### src/rtl/lld_pkg.sv
// Package for the least-load worker dispatcher.
// Holds sizes, command codes, item structs and controller/datapath interface types.
// No dependencies.
package lld_pkg;

  localparam int MAX_WORKERS = 16;
  localparam int IDX_W       = (MAX_WORKERS > 1) ? $clog2(MAX_WORKERS) : 1;
  localparam int CNT_W       = $clog2(MAX_WORKERS + 1);
  localparam int VAL_W       = 63;
  localparam int MASK_W      = 16;
  localparam int WID_W       = 4;
  localparam int REFCNT_W    = 5;
  localparam int CFG_W       = 5;
  localparam int EWMA_SHIFT  = 3;

  localparam logic CMD_DISPATCH = 1'b0;
  localparam logic CMD_REPLY    = 1'b1;

  typedef struct packed {
    logic              command;
    logic [VAL_W-1:0]  request_time;
    logic [MASK_W-1:0] refuse_mask;
    logic [WID_W-1:0]  reply_worker;
    logic [VAL_W-1:0]  reply_cpu_time;
    logic [VAL_W-1:0]  reply_proc_time;
  } in_item_t;

  typedef struct packed {
    logic                accepted;
    logic [WID_W-1:0]    chosen_worker;
    logic [REFCNT_W-1:0] refused_count;
    logic [VAL_W-1:0]    reply_count;
  } out_item_t;

  typedef struct packed {
    logic capture;
    logic scan;
    logic update;
    logic rep_a;
    logic rep_b;
    logic emit;
  } lld_cmd_t;

  typedef struct packed {
    logic is_reply;
    logic reply_ok;
    logic n_zero;
    logic last;
    logic out_free;
  } lld_status_t;

endpackage

### src/rtl/lld_datapath.sv
// Datapath of the least-load worker dispatcher: load and prediction arrays,
// the scan and update walk, the moving-average unit and the output register.
// Depends on lld_pkg.
module lld_datapath import lld_pkg::*; (
  input  logic                 clk,
  input  logic                 rst,
  input  logic                 cfg_write,
  input  logic [CFG_W-1:0]     cfg_data,
  input  in_item_t             in_item,
  input  lld_cmd_t             cmd,
  output lld_status_t          status,
  output out_item_t            out_item,
  output logic                 out_valid,
  input  logic                 out_stall
);

  logic [VAL_W-1:0]    load [MAX_WORKERS];
  logic [VAL_W-1:0]    pred [MAX_WORKERS];
  logic [VAL_W-1:0]    count;
  logic [CFG_W-1:0]    active;
  in_item_t            item;
  logic [IDX_W-1:0]    idx;
  logic [IDX_W-1:0]    best_idx;
  logic [VAL_W-1:0]    best_load;
  logic                found;
  logic [CNT_W-1:0]    refused;
  logic [VAL_W+2:0]    ew_t;

  logic [CNT_W-1:0]       n_eff;
  logic [IDX_W-1:0]       addr;
  logic [IDX_W-1:0]       idx_next;
  logic [MAX_WORKERS-1:0] refuse_vec;
  logic                   rbit;
  logic [VAL_W-1:0]       ld;
  logic [VAL_W-1:0]       pr;
  logic                   is_best;
  logic                   ahead;
  logic [VAL_W-1:0]       add_a;
  logic [VAL_W:0]         sum;
  logic [VAL_W-1:0]       sat;
  logic [VAL_W+2:0]       ew_sum;

  always_comb begin
    n_eff = (int'(active) > MAX_WORKERS) ? CNT_W'(MAX_WORKERS) : CNT_W'(active);
    addr = (item.command == CMD_REPLY) ? IDX_W'(item.reply_worker) : idx;
    refuse_vec = MAX_WORKERS'(item.refuse_mask);
    rbit = refuse_vec[addr];
    ld = load[addr];
    pr = pred[addr];
    is_best = found && (idx == best_idx);
    ahead = !found || (ld < best_load) || ((ld == best_load) && (idx < best_idx));
    add_a = is_best ? ld : item.request_time;
    sum = {1'b0, add_a} + {1'b0, pr};
    sat = sum[VAL_W] ? '1 : sum[VAL_W-1:0];
    ew_sum = ew_t + {3'b000, item.reply_proc_time};
    status.last = ((CNT_W+1)'(idx) + (CNT_W+1)'(1)) == (CNT_W+1)'(n_eff);
    idx_next = status.last ? '0 : idx + IDX_W'(1);
    status.is_reply = (item.command == CMD_REPLY);
    status.reply_ok = (CNT_W+1)'(item.reply_worker) < (CNT_W+1)'(n_eff);
    status.n_zero = (n_eff == '0);
    status.out_free = !out_valid || !out_stall;
  end

  always_ff @(posedge clk) begin
    if (rst) begin
      active <= '0;
    end else if (cfg_write) begin
      active <= cfg_data;
    end
  end

  always_ff @(posedge clk) begin
    if (cmd.capture) begin
      item <= in_item;
      idx <= '0;
      found <= 1'b0;
      best_idx <= '0;
      best_load <= '0;
      refused <= '0;
    end
    if (cmd.scan) begin
      idx <= idx_next;
      if (!rbit && (!found || ld < best_load)) begin
        found <= 1'b1;
        best_idx <= idx;
        best_load <= ld;
      end
    end
    if (cmd.update) begin
      idx <= idx_next;
      if (!is_best && rbit && ahead) begin
        refused <= refused + CNT_W'(1);
      end
    end
    if (cmd.rep_a) begin
      ew_t <= {pr, 3'b000} - {3'b000, pr};
    end
  end

  always_ff @(posedge clk) begin
    if (rst) begin
      for (int i = 0; i < MAX_WORKERS; i++) begin
        load[i] <= '0;
        pred[i] <= '0;
      end
      count <= '0;
    end else begin
      if (cmd.update && (is_best || (rbit && ahead))) begin
        load[addr] <= sat;
      end
      if (cmd.rep_a) begin
        load[addr] <= item.reply_cpu_time;
        if (count != '1) begin
          count <= count + VAL_W'(1);
        end
      end
      if (cmd.rep_b) begin
        pred[addr] <= (pr == '0) ? item.reply_proc_time : ew_sum[VAL_W+2:EWMA_SHIFT];
      end
    end
  end

  always_ff @(posedge clk) begin
    if (rst) begin
      out_valid <= 1'b0;
    end else if (cmd.emit) begin
      out_valid <= 1'b1;
    end else if (!out_stall) begin
      out_valid <= 1'b0;
    end
  end

  always_ff @(posedge clk) begin
    if (cmd.emit) begin
      out_item.reply_count <= count;
      if (item.command == CMD_REPLY) begin
        out_item.accepted <= 1'b0;
        out_item.chosen_worker <= '0;
        out_item.refused_count <= '0;
      end else begin
        out_item.accepted <= found;
        out_item.chosen_worker <= found ? WID_W'(best_idx) : '0;
        out_item.refused_count <= REFCNT_W'(refused);
      end
    end
  end

endmodule

### src/rtl/lld_ctrl.sv
// Controller of the least-load worker dispatcher.
// Sequences capture, scan and update passes, reply steps and result hand-off.
// Depends on lld_pkg.
module lld_ctrl import lld_pkg::*; (
  input  logic        clk,
  input  logic        rst,
  input  logic        in_valid,
  output logic        in_stall,
  input  lld_status_t status,
  output lld_cmd_t    cmd
);

  typedef enum logic [6:0] {
    ST_IDLE   = 7'b0000001,
    ST_CHECK  = 7'b0000010,
    ST_SCAN   = 7'b0000100,
    ST_UPDATE = 7'b0001000,
    ST_REP_A  = 7'b0010000,
    ST_REP_B  = 7'b0100000,
    ST_DONE   = 7'b1000000
  } state_t;

  state_t state;
  state_t state_next;

  always_comb begin
    state_next = state;
    cmd = '0;
    in_stall = (state != ST_IDLE);
    unique case (state)
      ST_IDLE: begin
        if (in_valid) begin
          cmd.capture = 1'b1;
          state_next = ST_CHECK;
        end
      end
      ST_CHECK: begin
        if (status.is_reply) begin
          state_next = status.reply_ok ? ST_REP_A : ST_DONE;
        end else begin
          state_next = status.n_zero ? ST_DONE : ST_SCAN;
        end
      end
      ST_SCAN: begin
        cmd.scan = 1'b1;
        if (status.last) begin
          state_next = ST_UPDATE;
        end
      end
      ST_UPDATE: begin
        cmd.update = 1'b1;
        if (status.last) begin
          state_next = ST_DONE;
        end
      end
      ST_REP_A: begin
        cmd.rep_a = 1'b1;
        state_next = ST_REP_B;
      end
      ST_REP_B: begin
        cmd.rep_b = 1'b1;
        state_next = ST_DONE;
      end
      ST_DONE: begin
        if (status.out_free) begin
          cmd.emit = 1'b1;
          state_next = ST_IDLE;
        end
      end
      default: begin
        state_next = ST_IDLE;
      end
    endcase
  end

  always_ff @(posedge clk) begin
    if (rst) begin
      state <= ST_IDLE;
    end else begin
      state <= state_next;
    end
  end

endmodule

### src/rtl/least_load_worker_dispatcher.sv
// Top level of the least-load worker dispatcher.
// Joins lld_ctrl and lld_datapath; depends on lld_pkg.
//
//   channel   direction  handshake             payload
//   in        input      in_valid / in_stall   in_item (in_item_t)
//   out       output     out_valid / out_stall out_item (out_item_t)
//   cfg       input      cfg_write             cfg_data (active workers)
//
// A dispatch item makes two passes over the N active workers, one worker per cycle:
// a scan pass finds the accepting worker, a second pass applies the load updates.
// A reply from an inactive worker updates no state but still yields a result.
// Reset is synchronous and clears all loads, predictions and the reply counter.
// A new item is taken only once the previous result has moved into the output
// register, so a stalled output holds back at most one finished item.
module least_load_worker_dispatcher import lld_pkg::*; (
  input  logic             clk,
  input  logic             rst,
  input  logic             cfg_write,
  input  logic [CFG_W-1:0] cfg_data,
  input  logic             in_valid,
  output logic             in_stall,
  input  in_item_t         in_item,
  output logic             out_valid,
  input  logic             out_stall,
  output out_item_t        out_item
);

  lld_cmd_t    cmd;
  lld_status_t status;

  lld_ctrl u_ctrl (
    .clk      (clk),
    .rst      (rst),
    .in_valid (in_valid),
    .in_stall (in_stall),
    .status   (status),
    .cmd      (cmd)
  );

  lld_datapath u_dp (
    .clk       (clk),
    .rst       (rst),
    .cfg_write (cfg_write),
    .cfg_data  (cfg_data),
    .in_item   (in_item),
    .cmd       (cmd),
    .status    (status),
    .out_item  (out_item),
    .out_valid (out_valid),
    .out_stall (out_stall)
  );

endmodule

### config.mk
export PLATFORM = sky130hd
export DESIGN_NAME = least_load_worker_dispatcher
export DESIGN_NICKNAME = d
export VERILOG_FILES = /design/src/rtl/lld_pkg.sv /design/src/rtl/lld_datapath.sv /design/src/rtl/lld_ctrl.sv /design/src/rtl/least_load_worker_dispatcher.sv
export SDC_FILE = /design/constraint.sdc
export NUM_CORES = 2
export LEC_CHECK = 0
export ABC_CLOCK_PERIOD_IN_PS = 10000
export BUFFER_PORTS_ARGS = -buffer_cell sky130_fd_sc_hd__buf_2
export CORE_ASPECT_RATIO = 1.4
export CORE_UTILIZATION = 60
export DETAILED_ROUTE_END_ITERATION = 7
export PLACE_DENSITY = 0.82
export REMOVE_ABC_BUFFERS = 1
export SYNTH_ARGS = -nofsm -noshare
export SYNTH_HDL_FRONTEND = slang
export SYNTH_SLANG_ARGS = --single-unit
### constraint.sdc
create_clock -name clk -period 10 [get_ports clk]
set_clock_uncertainty 0.1 [all_clocks]
set_input_delay 1 -clock clk [delete_from_list [all_inputs] [get_ports clk]]
set_output_delay 1 -clock clk [all_outputs]
set_load 0.01 [all_outputs]
* Yosys cells after proc, flatten, opt, wreduce, memory -nomap -nowiden
Memories as Yosys holds them, arrays and structs flattened.
Index checks and enable logic that the tools add are counted.
** Operators by class
- Reduce and logical (&&, ||, !) cells :: 24
- Muxes and demuxes :: 59
- Equal/unequal tests :: 17
- Add/subtract/negate cells :: 7
- Bitwise logic cells :: 2
- $lt $le $gt $ge :: 5
** Operator list (count)
- $mux 63 :: 9
- $reduce_or 63->1 :: 2
- $add 66x63->66 :: 1
- $sub 66x63->66 :: 1
- $add 63x63->64 :: 1
- $add 63x1->63 const B :: 1
- $eq 63x63->1 :: 1
- $logic_not 63->1 :: 1
- $lt 63x63->1 :: 1
- $ne 63x63->1 const B :: 1
- $mux 7 :: 7
- $pmux 7 s7 :: 1
- $mux 4 :: 10
- $mux 1 :: 27
- $mux 5 :: 4
- $ne 2x2->1 const B :: 4
- $eq 7x1->1 const B :: 1
- $eq 7x2->1 const B :: 1
- $eq 7x3->1 const B :: 1
- $eq 7x4->1 const B :: 1
- $eq 7x5->1 const B :: 1
- $eq 7x6->1 const B :: 1
- $eq 7x7->1 const B :: 1
- $logic_and 1x1->1 :: 7
- other kinds (21) :: 28
** Word-level totals
- Memories kept :: 2
- Output and inout bits :: 75
- Memory bits (writable) :: 2016
- Register bits after elaboration :: 502
** Memory list
- u_dp.load :: words 16, width 63, rd ports 1, clocked after memory_dff 0, wr ports 16, line lld_datapath.sv:17 : logic [VAL_W-1:0] load [MAX_WORKERS];
- u_dp.pred :: words 16, width 63, rd ports 1, clocked after memory_dff 0, wr ports 16, line lld_datapath.sv:18 : logic [VAL_W-1:0] pred [MAX_WORKERS];

* Depth between registers and ports, before layout
An unclocked memory read counts as a cell.
- Depth after elaboration :: 14
- Depth in mapped cells :: 28
- Depth with buffers taken out :: 20

* Hierarchy
A second synthesis with hierarchy kept.
** Second synthesis, totals
- Cells, all modules :: 9535
- Area total of the unflattened synthesis :: 118152.1 sq um
** Modules (own cells, without submodules)
- lld_datapath :: cells an instance 9473, instances 1, area an instance 117610.3 sq um
- lld_ctrl :: cells an instance 62, instances 1, area an instance 541.8 sq um

* Worst setup path before layout
No wires, ideal clock.
- Kind :: input -> register
- From :: in in_valid
- To :: reg u_dp.item[0] (netlist bit), enable pin
- Path buffers :: 1
- Setup time :: 0.658 ns
- Cell stages on the path :: 3
- Arrival time :: 7.131 ns
- Path slack :: 2.111 ns
- Data required time :: 9.242 ns
- Path through :: nand2_1 > inv_2 > clkbuf_1
** RTL lines
- start, declared :: line least_load_worker_dispatcher.sv:20 : input logic in_valid,
- end signal, assigned :: line lld_datapath.sv:74 : item <= in_item;
- end, declared :: line lld_datapath.sv:21 : in_item_t item;

==> parameters.txt <==
Parameter                              Value

Run status
  Run status ... finished, violations left
  Violated checks ... max-capacitance violations

Power
  Largest vdd supply drop ... roughly 230 uV
  Power, Total ... around 31 mW
  Leakage Power ... ~47 nW
  PD cells ... 237.2 mW/mm^2

Placement
  Buffers added on ports ... 294
  Global placement routability congestion ... 0.9636
  Instance count after placement with tap cells included ... ~11000
  Final HPWL from detailed placement ... around 220000 um

Timing
  Max Clk Rate ... ~110 MHz
  Setup-failing EPs final ... 0
  Fin Setup TNS ... 0 ns
  Least-Margin Pin Slew ... 1.499 ns
  Unrepaired setup endpoints after global routing ... no
  Normalized max-slew margin ... 0.0006458
  Endpoints failing hold ... 0
  Share of the clock period used by the worst path ... 0.8944
  Total count of max-transition violations in the final report ... 0
  Post-layout min period ... slightly below 9 ns

Synth
  Summed instance area of the synthesized netlist ... around 0.12 mm^2
  Synth cell types ... between 90 and 100
  Top-area cell type share of the netlist area ... 0.6027
  Synth Area in XOR/XNOR ... 0.01773
  Library cell with the largest summed area after synthesis ... sky130_fd_sc_hd__edfxtp_1
  Post-synthesis instance total ... a little over 9000
  Synthesis Warnings ... 0
  Leading post-synthesis cells by cell area ... sky130_fd_sc_hd__edfxtp_1 60%, sky130_fd_sc_hd__mux4_2 7.6%, sky130_fd_sc_hd__nor2_1 5.9%
  Number of enable flip-flop cells after synthesis ... roughly 2400
  Multiplexer share of the synthesized area ... 0.07973
  Main combinational cell family by area after synthesis ... simple AND/OR/NAND/NOR gates
  Most frequently used flop master after synthesis ... sky130_fd_sc_hd__edfxtp_1
  Area fraction in compound gates after synthesis ... 0.09148
  Most frequent cell after synthesis ... sky130_fd_sc_hd__edfxtp_1
  Most common library cells after synthesis ... 2369 x sky130_fd_sc_hd__edfxtp_1, 1845 x sky130_fd_sc_hd__nor2_1, 461 x sky130_fd_sc_hd__clkbuf_1
  Share of synthesized registers carrying an async set or reset ... 0
  #FFs+latches synth ... 2518
  Part of the Yosys area used for sequential elements ... 0.6279
  Synth Area in Simple Gates ... 0.1195
  Synth Area in Adders ... 0.02762
  Mean post-synth cell area ... ~13 um^2

CTS
  Clk root buf ... sky130_fd_sc_hd__clkbuf_16
  H-tree depth ... 4
  Number of setup buffers added after CTS ... 0
  Count of instances resized after the clock tree is built ... 0
  # clock sinks ... between 2000 and 3000
  Insertion delay of the later-clocked pin in the worst-skew pair ... roughly 0.91 ns
  Clock transition time at the flip-flop clock pins of the worst setup and hold paths ... 0.07 ns
  Maximum clock insertion buffer count ... 3
  Hold Buf Count CTS ... 0
  TritonCTS buffer count ... roughly 220
  TritonCTS clock tree ... done

Final layout
  Layout-stage area growth over the synthesis result ... 9.463%
  Number of standard cells in the layout, taps in and fillers out ... 11900
  Share of post-route cells with drive strength above 1 ... 0.1922
  Final-stage net count ... about 9600

Critical path
  Arrival time worst endpoint ... 9.40 ns
  Max incr delay on CP ... 0.86 ns
  Maximum fanout count along the critical path ... 34
  Worst setup path category ... flip-flop to flip-flop
  Cell with the biggest individual delay on the critical path ... sky130_fd_sc_hd__nor4_1
  Critical Path, Cell by Cell ... mux2i_4 > buf_12 > buf_4 > buf_4 > mux4_2 > o22ai_1 > nor2_1 > ha_1 > nand4_1 > nor4_1 > nand4_1 > or3_1 > nor3_1 > o21ai_0 > a21boi_0 > a21oi_1 > o21bai_1 > nor2_1 > nand2_4 > nand2b_4 > buf_4
  CP startpoint kind ... flip-flop
  Crit path required time ... 10.46 ns
  Cell mode on critical path ... sky130_fd_sc_hd__buf_4
  Crit. End Element ... flip-flop

Global route
  Antenna violations before repair ... 9
  Overflow left after global routing ... 0
  Global Route Usage Sum ... 0.3642
  Maximum number of pins on one net before global-route repair ... 96
  Number of global-route vias before repair ... around 80000
  Wire length of the first global-routing pass ... between 500000 and 600000 um

Floorplan
  Total I/O pin count ... around 300
  Starting density of the core ... 0.6036
  Vertical die dimension ... between 500 and 600 um
  FP Rows ... roughly 190
  Overall die width ... approximately 380 um
  Core footprint ... approximately 0.20 mm^2
  Die Area ... just under 0.2 mm^2

Detailed routing
  Antenna-violating nets left ... 0
  Number of vias per cell ... 6.915
  DR vias ... between 80000 and 90000
  Aggregate routed wire length ... 366100 um
  Remaining routing DRC violations ... 0
  Detailed-routing iteration count for the pre-antenna-repair pass ... 8
  Final routed wire length divided by cell count ... between 30 and 40 um
  Count of routing violations after the opening detailed-route iteration ... between 10000 and 15000

Min path
  Type of the most critical hold path ... input port to flip-flop

Job
  Max-Cap Viols ... 2
## kinds of logic after synthesis
kind of cell,Yosys count
DFF,2518
and+or+nand+nor,3157
adders and majority gates,260
AOI/OAI and AO/OA,1568
muxes,435
xor gates and xnor gates,239
buffers and inverters,889
## power by group
part	switching (mW)	internal, mW	leakage [nW]	total, mW
logic	6.64	2.89	18.3	9.53
registers	0.221	12.1	25.3	12.3
clock network	3.96	4.86	3.62	8.81
total	10.8	19.8	47.3	30.7
## per-layer routing
metal,global-route usage,part of all wire
met5,0,0.00017
met4,0.2344,0.076
met3,0.1098,0.15
met2,0.5805,0.46
met1,0.4300,0.31
## layout by cell type, fill, tap and decap left out, types with 26 or more instances in the layout
master,instances
sky130_fd_sc_hd__inv_1,193
sky130_fd_sc_hd__nor2_2,354
sky130_fd_sc_hd__a21o_1,175
sky130_fd_sc_hd__nor2_1,1843
sky130_fd_sc_hd__o22ai_1,231
sky130_fd_sc_hd__nand2b_4,33
sky130_fd_sc_hd__clkinv_1,36
sky130_fd_sc_hd__o21ai_0,108
sky130_fd_sc_hd__buf_12,30
sky130_fd_sc_hd__nor3_1,113
sky130_fd_sc_hd__nand4_1,89
sky130_fd_sc_hd__clkbuf_1,51
sky130_fd_sc_hd__edfxtp_1,2369
sky130_fd_sc_hd__xnor2_1,107
sky130_fd_sc_hd__clkbuf_16,225
sky130_fd_sc_hd__a21oi_1,378
sky130_fd_sc_hd__or2_2,27
sky130_fd_sc_hd__dfxtp_1,149
sky130_fd_sc_hd__a22oi_1,232
sky130_fd_sc_hd__buf_4,166
sky130_fd_sc_hd__o31ai_1,140
sky130_fd_sc_hd__ha_1,259
sky130_fd_sc_hd__nand3_1,71
sky130_fd_sc_hd__a21oi_4,41
sky130_fd_sc_hd__nor2b_1,66
sky130_fd_sc_hd__and3_1,29
sky130_fd_sc_hd__nor4_1,26
sky130_fd_sc_hd__o21a_1,49
sky130_fd_sc_hd__clkinv_2,44
sky130_fd_sc_hd__mux4_2,400
sky130_fd_sc_hd__o21bai_1,34
sky130_fd_sc_hd__nand2_4,35
sky130_fd_sc_hd__nand2_1,355
sky130_fd_sc_hd__buf_2,293
sky130_fd_sc_hd__xor2_1,132
## registers in the layout, indices dropped and copies added, names as in the netlist, 5 cells and up
| name | cells |
|---|---|
| u_ctrl.state | 7 |
| u_dp.active | 5 |
| u_dp.best_load | 63 |
| u_dp.count | 63 |
| u_dp.ew_t | 66 |
| u_dp.item | 193 |
| u_dp.load | 1008 |
| u_dp.out_item | 73 |
| u_dp.pred | 1008 |
| u_dp.refuse_vec | 16 |
| u_dp.refused | 5 |
## critical path, delay by kind of cell (launching register included)
kind / cells / cell delay (ns)
fa+ha+maj: 1 / 0.31
buf+inv: 4 / 1.60
mux: 2 / 1.05
compound gates: 5 / 0.97
flops: 1 / 0.72
simple gates: 9 / 3.77
## layout make-up
type | count | area, um^2
tap | 2619 | 3277
sequential | 2518 | 74120
antenna | 2 | 5.005
timing repair buffer | 490 | 3324
clock inverter | 125 | 1390
inverter | 195 | 740.7
fill | 13290 | 66340
multi-input combinational | 5659 | 40320
clock buffer | 291 | 6028
## path summary, 6_finish.rpt
path,startpoint,to,slack (ns),cells past startpoint
min reg2reg,u_dp.refused[4],u_dp.refused[4],0.37,1
max,u_dp.status[4],u_dp.load[13][57],1.06,21
min,in_item[180],u_dp.item[180],0.16,1
max reg2reg,u_dp.status[4],u_dp.load[13][57],1.06,21
## stage by stage
| step | utilization | hold slack [ns] | area, um^2 | setup WS [ns] |
|---|---|---|---|---|
| final | 0.6608 | 0.1583 | 129200 | 1.056 |
| after global routing | 0.6608 | 0.1481 | 129200 | 0.8553 |
| after CTS | 0.6605 | 0.1152 | 129200 | 1.408 |
| after detailed placement | 0.6226 | 0.3568 | 121700 | 1.425 |
| after global placement | 0.6226 | 0.3449 | 121700 | 1.639 |
| after floorplan | - | 0.3303 | 114500 | -44.67 |
Note: power is estimated with default switching activity, not from simulation.
